File: src/rtl/urc_pkg.sv
// Shared types and constants of the ultrasonic ranging controller.
`timescale 1ns / 1ps
`default_nettype none

package urc_pkg;

    typedef enum logic [1:0] {
        PH_IDLE = 2'd0,
        PH_TRIG = 2'd1,
        PH_WAIT = 2'd2,
        PH_MEAS = 2'd3
    } t_phase;

    localparam int CFG_IDX_W  = 2;
    localparam int CFG_DATA_W = 20;
    typedef logic [CFG_IDX_W-1:0] t_cfg_idx;
    localparam t_cfg_idx CFG_MAX_DISTANCE   = 2'd0;
    localparam t_cfg_idx CFG_TRIGGER_PERIOD = 2'd1;

    localparam int DIST_W   = 10;
    localparam int PERIOD_W = 20;
    localparam int CNT_W    = 17;
    typedef logic [DIST_W-1:0] t_cm;

    localparam t_cm                 MAX_CM_RESET = 10'd400;
    localparam logic [PERIOD_W-1:0] PERIOD_RESET = 20'd50000;

    localparam int LOW_TICKS  = 2;
    localparam int CM_DIVISOR = 58;
    localparam int MIN_CM     = 2;

    // width / 58 as (width * ceil(2^24 / 58)) >> 24, exact for widths below 2^18
    localparam int              WIDTH_W   = CNT_W + 1;
    localparam int              DIV_MUL_W = 19;
    localparam int              DIV_SHIFT = 24;
    localparam logic [DIV_MUL_W-1:0] DIV_MULT = 19'd289263;
    localparam int              RAW_CM_W  = WIDTH_W + DIV_MUL_W - DIV_SHIFT;

    // max_distance_cm * 58 fits in 16 bits
    localparam int LIMIT_W = 16;

    typedef struct packed {
        logic   trig_level;
        t_cm    distance_cm;
        logic   reading_updated;
        logic   timed_out;
        t_phase phase;
    } t_result;

endpackage

`default_nettype wire

File: src/rtl/urc_ifs.sv
// Channel interfaces: echo tick input, result output and register write port.
`timescale 1ns / 1ps
`default_nettype none

interface urc_tick_if;
    logic valid;
    logic ready;
    logic echo_level;

    modport source (output valid, output echo_level, input ready);
    modport sink   (input valid, input echo_level, output ready);
endinterface

interface urc_res_if import urc_pkg::*; ();
    logic              valid;
    logic              ready;
    logic              trig_level;
    logic [DIST_W-1:0] distance_cm;
    logic              reading_updated;
    logic              timed_out;
    logic [1:0]        phase;

    modport source (output valid, output trig_level, output distance_cm,
                    output reading_updated, output timed_out, output phase,
                    input ready);
    modport sink   (input valid, input trig_level, input distance_cm,
                    input reading_updated, input timed_out, input phase,
                    output ready);
endinterface

interface urc_cfg_if import urc_pkg::*; ();
    logic                  valid;
    logic                  ready;
    logic [CFG_IDX_W-1:0]  index;
    logic [CFG_DATA_W-1:0] data;

    modport source (output valid, output index, output data, input ready);
    modport sink   (input valid, input index, input data, output ready);
endinterface

`default_nettype wire

File: src/rtl/urc_median.sv
// Median of the first i_count entries of a small window, by rank counting.
`timescale 1ns / 1ps
`default_nettype none

module urc_median import urc_pkg::*; #(
    parameter int WINDOW = 3
) (
    input  t_cm                           i_values [WINDOW],
    input  logic [$clog2(WINDOW+1)-1:0]   i_count,
    output t_cm                           o_median
);

    localparam int NSEL_W = $clog2(WINDOW + 1);

    always_comb begin
        logic [NSEL_W-1:0] rank;
        logic [NSEL_W-1:0] mid;
        t_cm               acc;
        mid = i_count >> 1;
        acc = '0;
        for (int i = 0; i < WINDOW; i++) begin
            rank = '0;
            // ties break on position so ranks form a permutation
            for (int j = 0; j < WINDOW; j++) begin
                if (j != i && NSEL_W'(j) < i_count &&
                    (i_values[j] < i_values[i] ||
                     (i_values[j] == i_values[i] && j < i))) begin
                    rank = rank + 1'b1;
                end
            end
            if (NSEL_W'(i) < i_count && rank == mid) begin
                acc = acc | i_values[i];
            end
        end
        o_median = acc;
    end

endmodule

`default_nettype wire

File: src/rtl/urc_core.sv
// Per-tick sequencer: trigger timing, echo measurement, history and filtering.
`timescale 1ns / 1ps
`default_nettype none

module urc_core import urc_pkg::*; #(
    parameter int HISTORY_DEPTH = 5,
    parameter int MEDIAN_WINDOW = 3,
    parameter int PULSE_TICKS   = 10
) (
    input  logic       i_clk,
    input  logic       i_rst_n,
    urc_tick_if.sink   i_tick,
    urc_cfg_if.sink    i_cfg,
    input  logic       i_room,
    output t_result    o_res,
    output logic       o_res_valid
);

    localparam int PULSE_END = LOW_TICKS + PULSE_TICKS;
    localparam int PULSE_W   = $clog2(PULSE_END + 1);
    localparam int COUNT_W   = $clog2(HISTORY_DEPTH + 1);
    localparam int NSEL_W    = $clog2(MEDIAN_WINDOW + 1);
    localparam int TAPS      = (MEDIAN_WINDOW > 1) ? MEDIAN_WINDOW - 1 : 1;

    t_cm                 r_max_cm;
    logic [PERIOD_W-1:0] r_period;
    t_phase              r_phase;
    logic [PULSE_W-1:0]  r_pulse;
    logic [PERIOD_W-1:0] r_period_cnt;
    logic [CNT_W-1:0]    r_since;
    logic [CNT_W-1:0]    r_echo;
    t_cm                 r_hist [TAPS];
    logic [COUNT_W-1:0]  r_count;
    t_cm                 r_last;

    t_phase              n_phase;
    logic [PULSE_W-1:0]  n_pulse;
    logic [PERIOD_W-1:0] n_period_cnt;
    logic [CNT_W-1:0]    n_since;
    logic [CNT_W-1:0]    n_echo;
    logic [COUNT_W-1:0]  n_count;
    t_cm                 n_last;

    logic                accept;
    logic                echo;
    logic [PERIOD_W-1:0] period_eff;
    logic [PERIOD_W:0]   next_cnt;
    logic                offer;
    logic                start;
    t_phase              ph_act;
    logic [PULSE_W-1:0]  pulse_base;
    logic [PULSE_W-1:0]  pulse_inc;
    logic                pulse_done;
    logic [CNT_W-1:0]    since_inc;
    logic [CNT_W-1:0]    echo_inc;
    logic [WIDTH_W-1:0]  width;
    logic [WIDTH_W+DIV_MUL_W-1:0] product;
    logic [RAW_CM_W-1:0] raw_cm;
    logic                cm_ok;
    logic [LIMIT_W-1:0]  limit;
    logic                busy_after;
    logic                tout;
    logic                finish;
    logic                updated;
    logic                trig;
    logic [NSEL_W-1:0]   n_sel;
    t_cm                 win [MEDIAN_WINDOW];
    t_cm                 median;

    assign accept       = i_tick.valid && i_room;
    assign i_tick.ready = i_room;
    assign i_cfg.ready  = 1'b1;
    assign echo         = i_tick.echo_level;

    // period counter runs first; an idle block takes the offer on this tick
    assign period_eff   = (r_period == '0) ? PERIOD_W'(1) : r_period;
    assign next_cnt     = {1'b0, r_period_cnt} + 1'b1;
    assign offer        = next_cnt >= {1'b0, period_eff};
    assign n_period_cnt = offer ? '0 : next_cnt[PERIOD_W-1:0];
    assign start        = offer && (r_phase == PH_IDLE);
    assign ph_act       = start ? PH_TRIG : r_phase;

    assign pulse_base = start ? '0 : r_pulse;
    assign pulse_inc  = pulse_base + 1'b1;
    assign pulse_done = pulse_inc >= PULSE_W'(PULSE_END);

    assign since_inc = (&r_since) ? r_since : r_since + 1'b1;
    assign echo_inc  = (&r_echo) ? r_echo : r_echo + 1'b1;

    assign width   = {1'b0, r_echo} + 1'b1;
    assign product = width * DIV_MULT;
    assign raw_cm  = product[DIV_SHIFT +: RAW_CM_W];
    assign cm_ok   = (raw_cm >= RAW_CM_W'(MIN_CM)) && (raw_cm <= RAW_CM_W'(r_max_cm));

    assign limit      = LIMIT_W'(r_max_cm) * LIMIT_W'(CM_DIVISOR);
    assign busy_after = (ph_act == PH_WAIT) || (ph_act == PH_MEAS && echo);
    assign tout       = busy_after && (since_inc > CNT_W'(limit));
    assign finish     = (ph_act == PH_MEAS) && !echo;
    assign updated    = finish && cm_ok;

    assign n_count = (int'(r_count) < HISTORY_DEPTH) ? r_count + 1'b1 : r_count;
    assign n_sel   = (int'(n_count) < MEDIAN_WINDOW) ? NSEL_W'(n_count)
                                                     : NSEL_W'(MEDIAN_WINDOW);

    // newest reading first, then the stored history taps
    always_comb begin
        win[0] = raw_cm[DIST_W-1:0];
        for (int k = 1; k < MEDIAN_WINDOW; k++) begin
            win[k] = r_hist[k-1];
        end
    end

    urc_median #(
        .WINDOW (MEDIAN_WINDOW)
    ) u_median (
        .i_values (win),
        .i_count  (n_sel),
        .o_median (median)
    );

    always_comb begin
        n_phase = ph_act;
        unique case (ph_act)
            PH_IDLE: n_phase = PH_IDLE;
            PH_TRIG: begin
                if (pulse_done) n_phase = PH_WAIT;
            end
            PH_WAIT: begin
                if (tout) n_phase = PH_IDLE;
                else if (echo) n_phase = PH_MEAS;
            end
            PH_MEAS: begin
                if (tout || !echo) n_phase = PH_IDLE;
            end
        endcase
    end

    always_comb begin
        trig    = 1'b0;
        n_pulse = r_pulse;
        n_since = r_since;
        n_echo  = r_echo;
        unique case (ph_act)
            PH_IDLE: ;
            PH_TRIG: begin
                trig    = pulse_base >= PULSE_W'(LOW_TICKS);
                n_pulse = pulse_done ? '0 : pulse_inc;
                if (pulse_done) n_since = '0;
            end
            PH_WAIT: begin
                n_since = since_inc;
                if (echo) n_echo = '0;
            end
            PH_MEAS: begin
                n_since = since_inc;
                if (echo) n_echo = echo_inc;
            end
        endcase
        if (tout) n_last = '0;
        else if (updated) n_last = median;
        else n_last = r_last;
    end

    assign o_res.trig_level      = trig;
    assign o_res.distance_cm     = n_last;
    assign o_res.reading_updated = updated;
    assign o_res.timed_out       = tout;
    assign o_res.phase           = n_phase;
    assign o_res_valid           = accept;

    always_ff @(posedge i_clk) begin
        if (!i_rst_n) begin
            r_max_cm     <= MAX_CM_RESET;
            r_period     <= PERIOD_RESET;
            r_phase      <= PH_IDLE;
            r_pulse      <= '0;
            r_period_cnt <= '0;
            r_since      <= '0;
            r_echo       <= '0;
            r_count      <= '0;
            r_last       <= '0;
        end else begin
            if (i_cfg.valid) begin
                unique case (i_cfg.index)
                    CFG_MAX_DISTANCE:   r_max_cm <= i_cfg.data[DIST_W-1:0];
                    CFG_TRIGGER_PERIOD: r_period <= i_cfg.data[PERIOD_W-1:0];
                    default: ;
                endcase
            end
            if (accept) begin
                r_phase      <= n_phase;
                r_pulse      <= n_pulse;
                r_period_cnt <= n_period_cnt;
                r_since      <= n_since;
                r_echo       <= n_echo;
                r_last       <= n_last;
                if (updated) r_count <= n_count;
            end
        end
    end

    // history shifts newest-first; entries are only read once written
    always_ff @(posedge i_clk) begin
        if (accept && updated) begin
            r_hist[0] <= raw_cm[DIST_W-1:0];
            for (int k = 1; k < TAPS; k++) begin
                r_hist[k] <= r_hist[k-1];
            end
        end
    end

endmodule

`default_nettype wire

File: src/rtl/urc_skid.sv
// Two-entry output buffer: result register plus skid register.
`timescale 1ns / 1ps
`default_nettype none

module urc_skid import urc_pkg::*; (
    input  logic    i_clk,
    input  logic    i_rst_n,
    input  t_result i_data,
    input  logic    i_valid,
    output logic    o_ready,
    output t_result o_data,
    output logic    o_valid,
    input  logic    i_ready
);

    t_result r_main;
    t_result r_skid;
    logic    r_main_valid;
    logic    r_skid_valid;
    logic    push;
    logic    pop;

    assign o_ready = !r_skid_valid;
    assign o_data  = r_main;
    assign o_valid = r_main_valid;
    assign push    = i_valid && !r_skid_valid;
    assign pop     = r_main_valid && i_ready;

    always_ff @(posedge i_clk) begin
        if (!i_rst_n) begin
            r_main_valid <= 1'b0;
            r_skid_valid <= 1'b0;
        end else if (r_skid_valid) begin
            if (pop) begin
                r_skid_valid <= 1'b0;
            end
        end else if (push) begin
            if (r_main_valid && !pop) r_skid_valid <= 1'b1;
            else r_main_valid <= 1'b1;
        end else if (pop) begin
            r_main_valid <= 1'b0;
        end
    end

    // payload: promote the skid entry on drain, else load the incoming transaction
    always_ff @(posedge i_clk) begin
        if (r_skid_valid) begin
            if (pop) r_main <= r_skid;
        end else if (push) begin
            if (r_main_valid && !pop) r_skid <= i_data;
            else r_main <= i_data;
        end
    end

endmodule

`default_nettype wire

File: src/rtl/ultrasonic_ranging_controller.sv
// Ultrasonic ranging controller: trigger sequencing, echo timing, median filter.
//
// Usage:
//   i_tick carries one transaction per microsecond with the sampled echo level.
//   Every accepted tick yields exactly one result transaction on o_res: trigger
//   pin level, filtered distance in cm, reading/timeout flags and the phase.
//   i_cfg writes max_distance_cm (index 0) and trigger_period_us (index 1);
//   other indexes are ignored. Write only while no result is outstanding.
// Timing:
//   The result of an accepted tick is written into the output buffer at the
//   next clock edge. Throughput is one tick per cycle while the buffer has
//   room; period counter, divide by 58 and median window are combinational.
// Reset:
//   Synchronous, active low. Registers return to 400 cm and 50000 us, the
//   sequencer goes idle, the history counts as empty and no result is valid.
// Back-pressure:
//   A two-entry output buffer holds results while o_res.ready is low; the
//   tick channel stays ready until both entries are full.
`timescale 1ns / 1ps
`default_nettype none

module ultrasonic_ranging_controller import urc_pkg::*; #(
    parameter int HISTORY_DEPTH = 5,
    parameter int MEDIAN_WINDOW = 3,
    parameter int PULSE_TICKS   = 10
) (
    input  logic       i_clk,
    input  logic       i_rst_n,
    urc_tick_if.sink   i_tick,
    urc_cfg_if.sink    i_cfg,
    urc_res_if.source  o_res
);

    t_result core_res;
    logic    core_valid;
    logic    buf_room;
    t_result out_res;

    urc_core #(
        .HISTORY_DEPTH (HISTORY_DEPTH),
        .MEDIAN_WINDOW (MEDIAN_WINDOW),
        .PULSE_TICKS   (PULSE_TICKS)
    ) u_core (
        .i_clk       (i_clk),
        .i_rst_n     (i_rst_n),
        .i_tick      (i_tick),
        .i_cfg       (i_cfg),
        .i_room      (buf_room),
        .o_res       (core_res),
        .o_res_valid (core_valid)
    );

    urc_skid u_skid (
        .i_clk   (i_clk),
        .i_rst_n (i_rst_n),
        .i_data  (core_res),
        .i_valid (core_valid),
        .o_ready (buf_room),
        .o_data  (out_res),
        .o_valid (o_res.valid),
        .i_ready (o_res.ready)
    );

    assign o_res.trig_level      = out_res.trig_level;
    assign o_res.distance_cm     = out_res.distance_cm;
    assign o_res.reading_updated = out_res.reading_updated;
    assign o_res.timed_out       = out_res.timed_out;
    assign o_res.phase           = out_res.phase;

endmodule

`default_nettype wire

File: src/flat_wrapper.sv
// flat-port wrapper written by rule: the top's interface ports become plain ports
module ultrasonic_ranging_controller_flat import urc_pkg::*;
#(
    parameter int HISTORY_DEPTH = 5,
    parameter int MEDIAN_WINDOW = 3,
    parameter int PULSE_TICKS   = 10
)
  (i_clk, i_rst_n, i_tick_valid, i_tick_echo_level, i_tick_ready, i_cfg_valid, i_cfg_index, i_cfg_data, i_cfg_ready, o_res_valid, o_res_trig_level, o_res_distance_cm, o_res_reading_updated, o_res_timed_out, o_res_phase, o_res_ready);
  urc_tick_if i_tick_i ();
  urc_cfg_if i_cfg_i ();
  urc_res_if o_res_i ();
  input  logic i_clk;
  input  logic i_rst_n;
  input wire logic [$bits(i_tick_i.valid)-1:0] i_tick_valid;
  input wire logic [$bits(i_tick_i.echo_level)-1:0] i_tick_echo_level;
  output wire logic [$bits(i_tick_i.ready)-1:0] i_tick_ready;
  input wire logic [$bits(i_cfg_i.valid)-1:0] i_cfg_valid;
  input wire logic [$bits(i_cfg_i.index)-1:0] i_cfg_index;
  input wire logic [$bits(i_cfg_i.data)-1:0] i_cfg_data;
  output wire logic [$bits(i_cfg_i.ready)-1:0] i_cfg_ready;
  output wire logic [$bits(o_res_i.valid)-1:0] o_res_valid;
  output wire logic [$bits(o_res_i.trig_level)-1:0] o_res_trig_level;
  output wire logic [$bits(o_res_i.distance_cm)-1:0] o_res_distance_cm;
  output wire logic [$bits(o_res_i.reading_updated)-1:0] o_res_reading_updated;
  output wire logic [$bits(o_res_i.timed_out)-1:0] o_res_timed_out;
  output wire logic [$bits(o_res_i.phase)-1:0] o_res_phase;
  input wire logic [$bits(o_res_i.ready)-1:0] o_res_ready;
  assign i_tick_i.valid = i_tick_valid;
  assign i_tick_i.echo_level = i_tick_echo_level;
  assign i_tick_ready = i_tick_i.ready;
  assign i_cfg_i.valid = i_cfg_valid;
  assign i_cfg_i.index = i_cfg_index;
  assign i_cfg_i.data = i_cfg_data;
  assign i_cfg_ready = i_cfg_i.ready;
  assign o_res_valid = o_res_i.valid;
  assign o_res_trig_level = o_res_i.trig_level;
  assign o_res_distance_cm = o_res_i.distance_cm;
  assign o_res_reading_updated = o_res_i.reading_updated;
  assign o_res_timed_out = o_res_i.timed_out;
  assign o_res_phase = o_res_i.phase;
  assign o_res_i.ready = o_res_ready;
  ultrasonic_ranging_controller #(.HISTORY_DEPTH(HISTORY_DEPTH), .MEDIAN_WINDOW(MEDIAN_WINDOW), .PULSE_TICKS(PULSE_TICKS)) u_core (.i_clk(i_clk), .i_rst_n(i_rst_n), .i_tick(i_tick_i), .i_cfg(i_cfg_i), .o_res(o_res_i));
endmodule
File: config.mk
export PLATFORM = sky130hd
export DESIGN_NAME = ultrasonic_ranging_controller_flat
export DESIGN_NICKNAME = d
export VERILOG_FILES = /design/src/rtl/urc_pkg.sv /design/src/rtl/urc_ifs.sv /design/src/rtl/urc_median.sv /design/src/rtl/urc_core.sv /design/src/rtl/urc_skid.sv /design/src/rtl/ultrasonic_ranging_controller.sv /design/src/flat_wrapper.sv
export SDC_FILE = /design/constraint.sdc
export NUM_CORES = 1
export LEC_CHECK = 0
export BUFFER_PORTS_ARGS = -buffer_cell sky130_fd_sc_hd__buf_4
export CORE_AREA = 2 2 164 166
export DETAILED_ROUTE_END_ITERATION = 8
export DIE_AREA = 0 0 166 168
export HOLD_SLACK_MARGIN = 0.15
export PLACE_DENSITY = 0.88
export SETUP_SLACK_MARGIN = 0.3
export SYNTH_ARGS = -nofsm -noshare
export SYNTH_HDL_FRONTEND = slang
export SYNTH_SLANG_ARGS = --single-unit
File: constraint.sdc
create_clock -name i_clk -period 14.4 [get_ports i_clk]
set_input_delay 1.44 -clock i_clk [delete_from_list [all_inputs] [get_ports i_clk]]
set_output_delay 1.44 -clock i_clk [all_outputs]
set_load 0.02 [all_outputs]
==> impl_results.md <==
- Least-Margin Pin Slew: 1200 ps
- RSZ-0062 raised after global routing: no
- Final net count: 2,348
- Worst VDD drop: 0.0000658 V
- XOR/XNOR share of the synthesized area: 0.0380
- Worst Path Required: 14,620 ps
- Io pins: 46
- Total vias in the final route: 14,005
- Total GRT Usage: 0.312
- Synthesized area: 16,800 µm²
- CTS Hold Bufs: 0
- Largest family of logic cells by synthesized area: adder cells
- Most common cell after layout, fill and taps aside: inv_1
- Clock Skew: 15.2 ps
- Fin crit period: 11,700 ps
- Slew HR: 0.195
- Port Buf Inserts: 44
- Final setup fails: 0
- Mapped Cells: 1,909
- Clk slew on worst S/H paths: 70 ps
- Max-Cap Viols: 0
- Clock buffer count from CTS: 17
- DRT Pass-1 Iters: 6
- Initial antenna violation count: 0
- Share of cells above drive strength 1: 0.0728
- Mux cell area share after synthesis: 0.00528
- Max Clock Freq: 85.4 MHz
- CTS sink count: 155
- # DRC: 0
- Clock buffer depth: 2
- Most used DFF post-synth: dfxtp_1
- Critical path's top delay family: adder cells
- Min-delay worst type: flip-flop to flip-flop
- Utilization after layout: 0.683
- Total core area: 26,400 µm²
- Synth Area in Simple Gates: 0.145
- Status: complete, no violations
- Most frequent cells in the layout: inv_1, ha_1, nand2_1
- CP Capture Type: flip-flop
- Max incr delay on CP: 830 ps
- EDFF count, synth: 50
- Synth cell types: 74
- Die ar.: 27,900 µm²
- First-pass GRT wire length: 70,700 µm
- HPWL after DPL: 33,400 µm
- Post-placement cell area: 17,400 µm²
- Antenna cells: 0
- Crit path buffers/inverters: 5
- Async S/R FF share, synth: 0
- Worst skew pair latency: 430 ps
- PwrDens: 58.2 nW/µm²
- Register area: 3600 µm²
- CP Class: flip-flop to flip-flop
- CTS tree: yes
- Final worst-path cycle share: 0.813
- Crit-path slowest cell: nor3_1
- Vias in the first global route: 14,108
- WP data arrival: 11,920 ps
- WL per Instance: 18.8 µm
- Adder-Cell Fraction of Synth Area: 0.357
- Grt total ovfl: 0
- Fillers: 2,035
- Post-CTS resize count: 0
- Sum Neg Setup Slack: 0 ps
- Crit path top cell by count: fa_1
- Largest net degree at the start of global routing: 55
- #FFs+latches synth: 155
- Compound-Gate Fraction of Synth Area: 0.143
- Die height: 168 µm
- Sequential element share of the synthesized area: 0.214
- Post-Syn Area per Cell: 8.81 µm²
- Initial Utilization: 0.638
- Final Max Slew Viols: 0
- Design area: 18,000 µm²
- Syn nets: 2,333
- LEAKAGE: 8.74 nW
- DRT antenna net count: 0
- Layout area overhead: 7.07%
- Total wire length: 42,700 µm
- Root Buffer: clkbuf_16
- FP Rows: 60
- Number of H-tree levels: 4
- Hold Violations, Final: 0
- Die width: 166 µm
- Gpl congestion: 0.995
- Startpoint types: flip-flop
- Vias per inst: 6.15
- Post-CTS Setup Bufs: 0
- Area of the multi-input gates: 11,600 µm²
- Ys Warns: 0
- Initial DRC Count: 1,227
- Worst-path fanout max: 9
-- power by group --
group          leakage, nW  switching [mW]  internal, mW
clock network        0.279           0.204         0.241
logic                 7.11          0.0828        0.0521
registers             1.35         0.00829         0.460
-- sequential cells by signal (all words and copies together) (netlist names) --
name	count
u_core.u_skid.r_skid_valid	1
u_core.u_core.r_phase	2
u_core.u_core.r_pulse	4
u_core.u_core.r_last	10
u_core.u_core.r_max_cm	10
u_core.u_core.r_echo	17
u_core.u_skid.o_valid	1
u_core.u_core.r_period	20
u_core.u_core.r_count	3
u_core.u_skid.r_skid	15
u_core.u_skid.o_data	15
u_core.u_core.r_since	17
u_core.u_core.r_hist	20
u_core.u_core.r_period_cnt	20
-- kinds of logic after synthesis --
| logic type | after synthesis |
|---|---|
| AOI/OAI and AO/OA | 339 |
| and+or+nand+nor | 506 |
| xor gates and xnor gates | 73 |
| DFF | 155 |
| adders and majority gates | 398 |
| muxes | 8 |
| buffers and inverters | 429 |
| other | 1 |
-- synth_stat cells (5+ instances only) --
library cell	number	area, µm²
xnor2_1	46	403
and2_1	12	75.1
nor3_1	37	185
a21oi_1	105	526
nor2_1	106	398
dfxtp_1	105	2100
nand3b_1	9	67.6
o21a_1	9	67.6
o211ai_1	12	90.1
o41ai_1	8	70.1
a22oi_1	21	158
ha_1	258	3230
and3_1	22	138
nor3b_1	8	60.1
fa_1	138	2760
o21ai_0	52	260
or3_1	8	50.1
inv_1	363	1360
a211oi_1	9	67.6
a222oi_1	8	80.1
edfxtp_1	50	1500
a221oi_1	5	43.8
nor4_1	7	43.8
nor2b_1	11	68.8
o41ai_2	7	114
nand2_1	152	571
a21o_1	27	203
o311ai_2	7	114
or2_2	9	56.3
buf_2	5	25.0
nand4_1	27	169
a2111oi_0	5	43.8
clkbuf_1	54	203
nand3_1	67	335
or4_1	5	37.5
a31o_2	10	87.6
a2bb2oi_1	10	87.6
nand2b_1	16	100
xor2_1	27	236
-- path summary, 6_finish.rpt --
check | cells after the start | endpoint | slack, ps | from
worst max-delay path | 38 | u_core.u_skid.o_data[13]$_DFFE_PP_ | 2700 | u_core.u_core.r_echo[2]$_SDFFE_PN0P_
worst min-delay path | 2 | u_core.u_core.r_period[0]$_SDFFE_PN0P_ | 470 | u_core.u_core.r_period[0]$_SDFFE_PN0P_
worst max register to register | 38 | u_core.u_skid.o_data[13]$_DFFE_PP_ | 2700 | u_core.u_core.r_echo[2]$_SDFFE_PN0P_
worst min register to register | 2 | u_core.u_core.r_period[0]$_SDFFE_PN0P_ | 470 | u_core.u_core.r_period[0]$_SDFFE_PN0P_
-- tightest hold or removal path, delay by kind of cell (launching register included) --
family / cells / cell delay [ps]
DFF: 1 / 320
and+or+nand+nor: 1 / 50
AOI/OAI and AO/OA: 1 / 50
-- area by class of cell --
cell class / instances / share of cell area
Clock buffer: 20 / 0.0260
Clock inverter: 12 / 0.00542
Inverter: 365 / 0.0761
Multi-Input combinational cell: 1325 / 0.644
Sequential cell: 155 / 0.200
Tap cell: 341 / 0.0237
Timing Repair Buffer: 60 / 0.0250
-- metal layers --
| metal | global-route usage | routed length (µm) | vias up |
|---|---|---|---|
| li1 | - | - | 6483 |
| met2 | 0.528 | 20300 | 678 |
| met3 | 0.0470 | 3090 | 130 |
| met1 | 0.397 | 17300 | 6714 |
| met5 | 0 | 0 | - |
| met4 | 0.147 | 2080 | 0 |
-- per-stage QoR --
step	power, mW	hold slack (ps)	instances	worst slack [ps]
2_1_floorplan	0.566	436	1909	4060
3_3_place_gp	0.602	449	2246	3500
3_5_place_dp	0.609	452	2246	2950
4_1_cts	1.05	461	2278	2860
5_1_grt	1.08	481	2278	1960
6_report	1.05	466	2278	2700
Power figures use the tool's default switching activity.
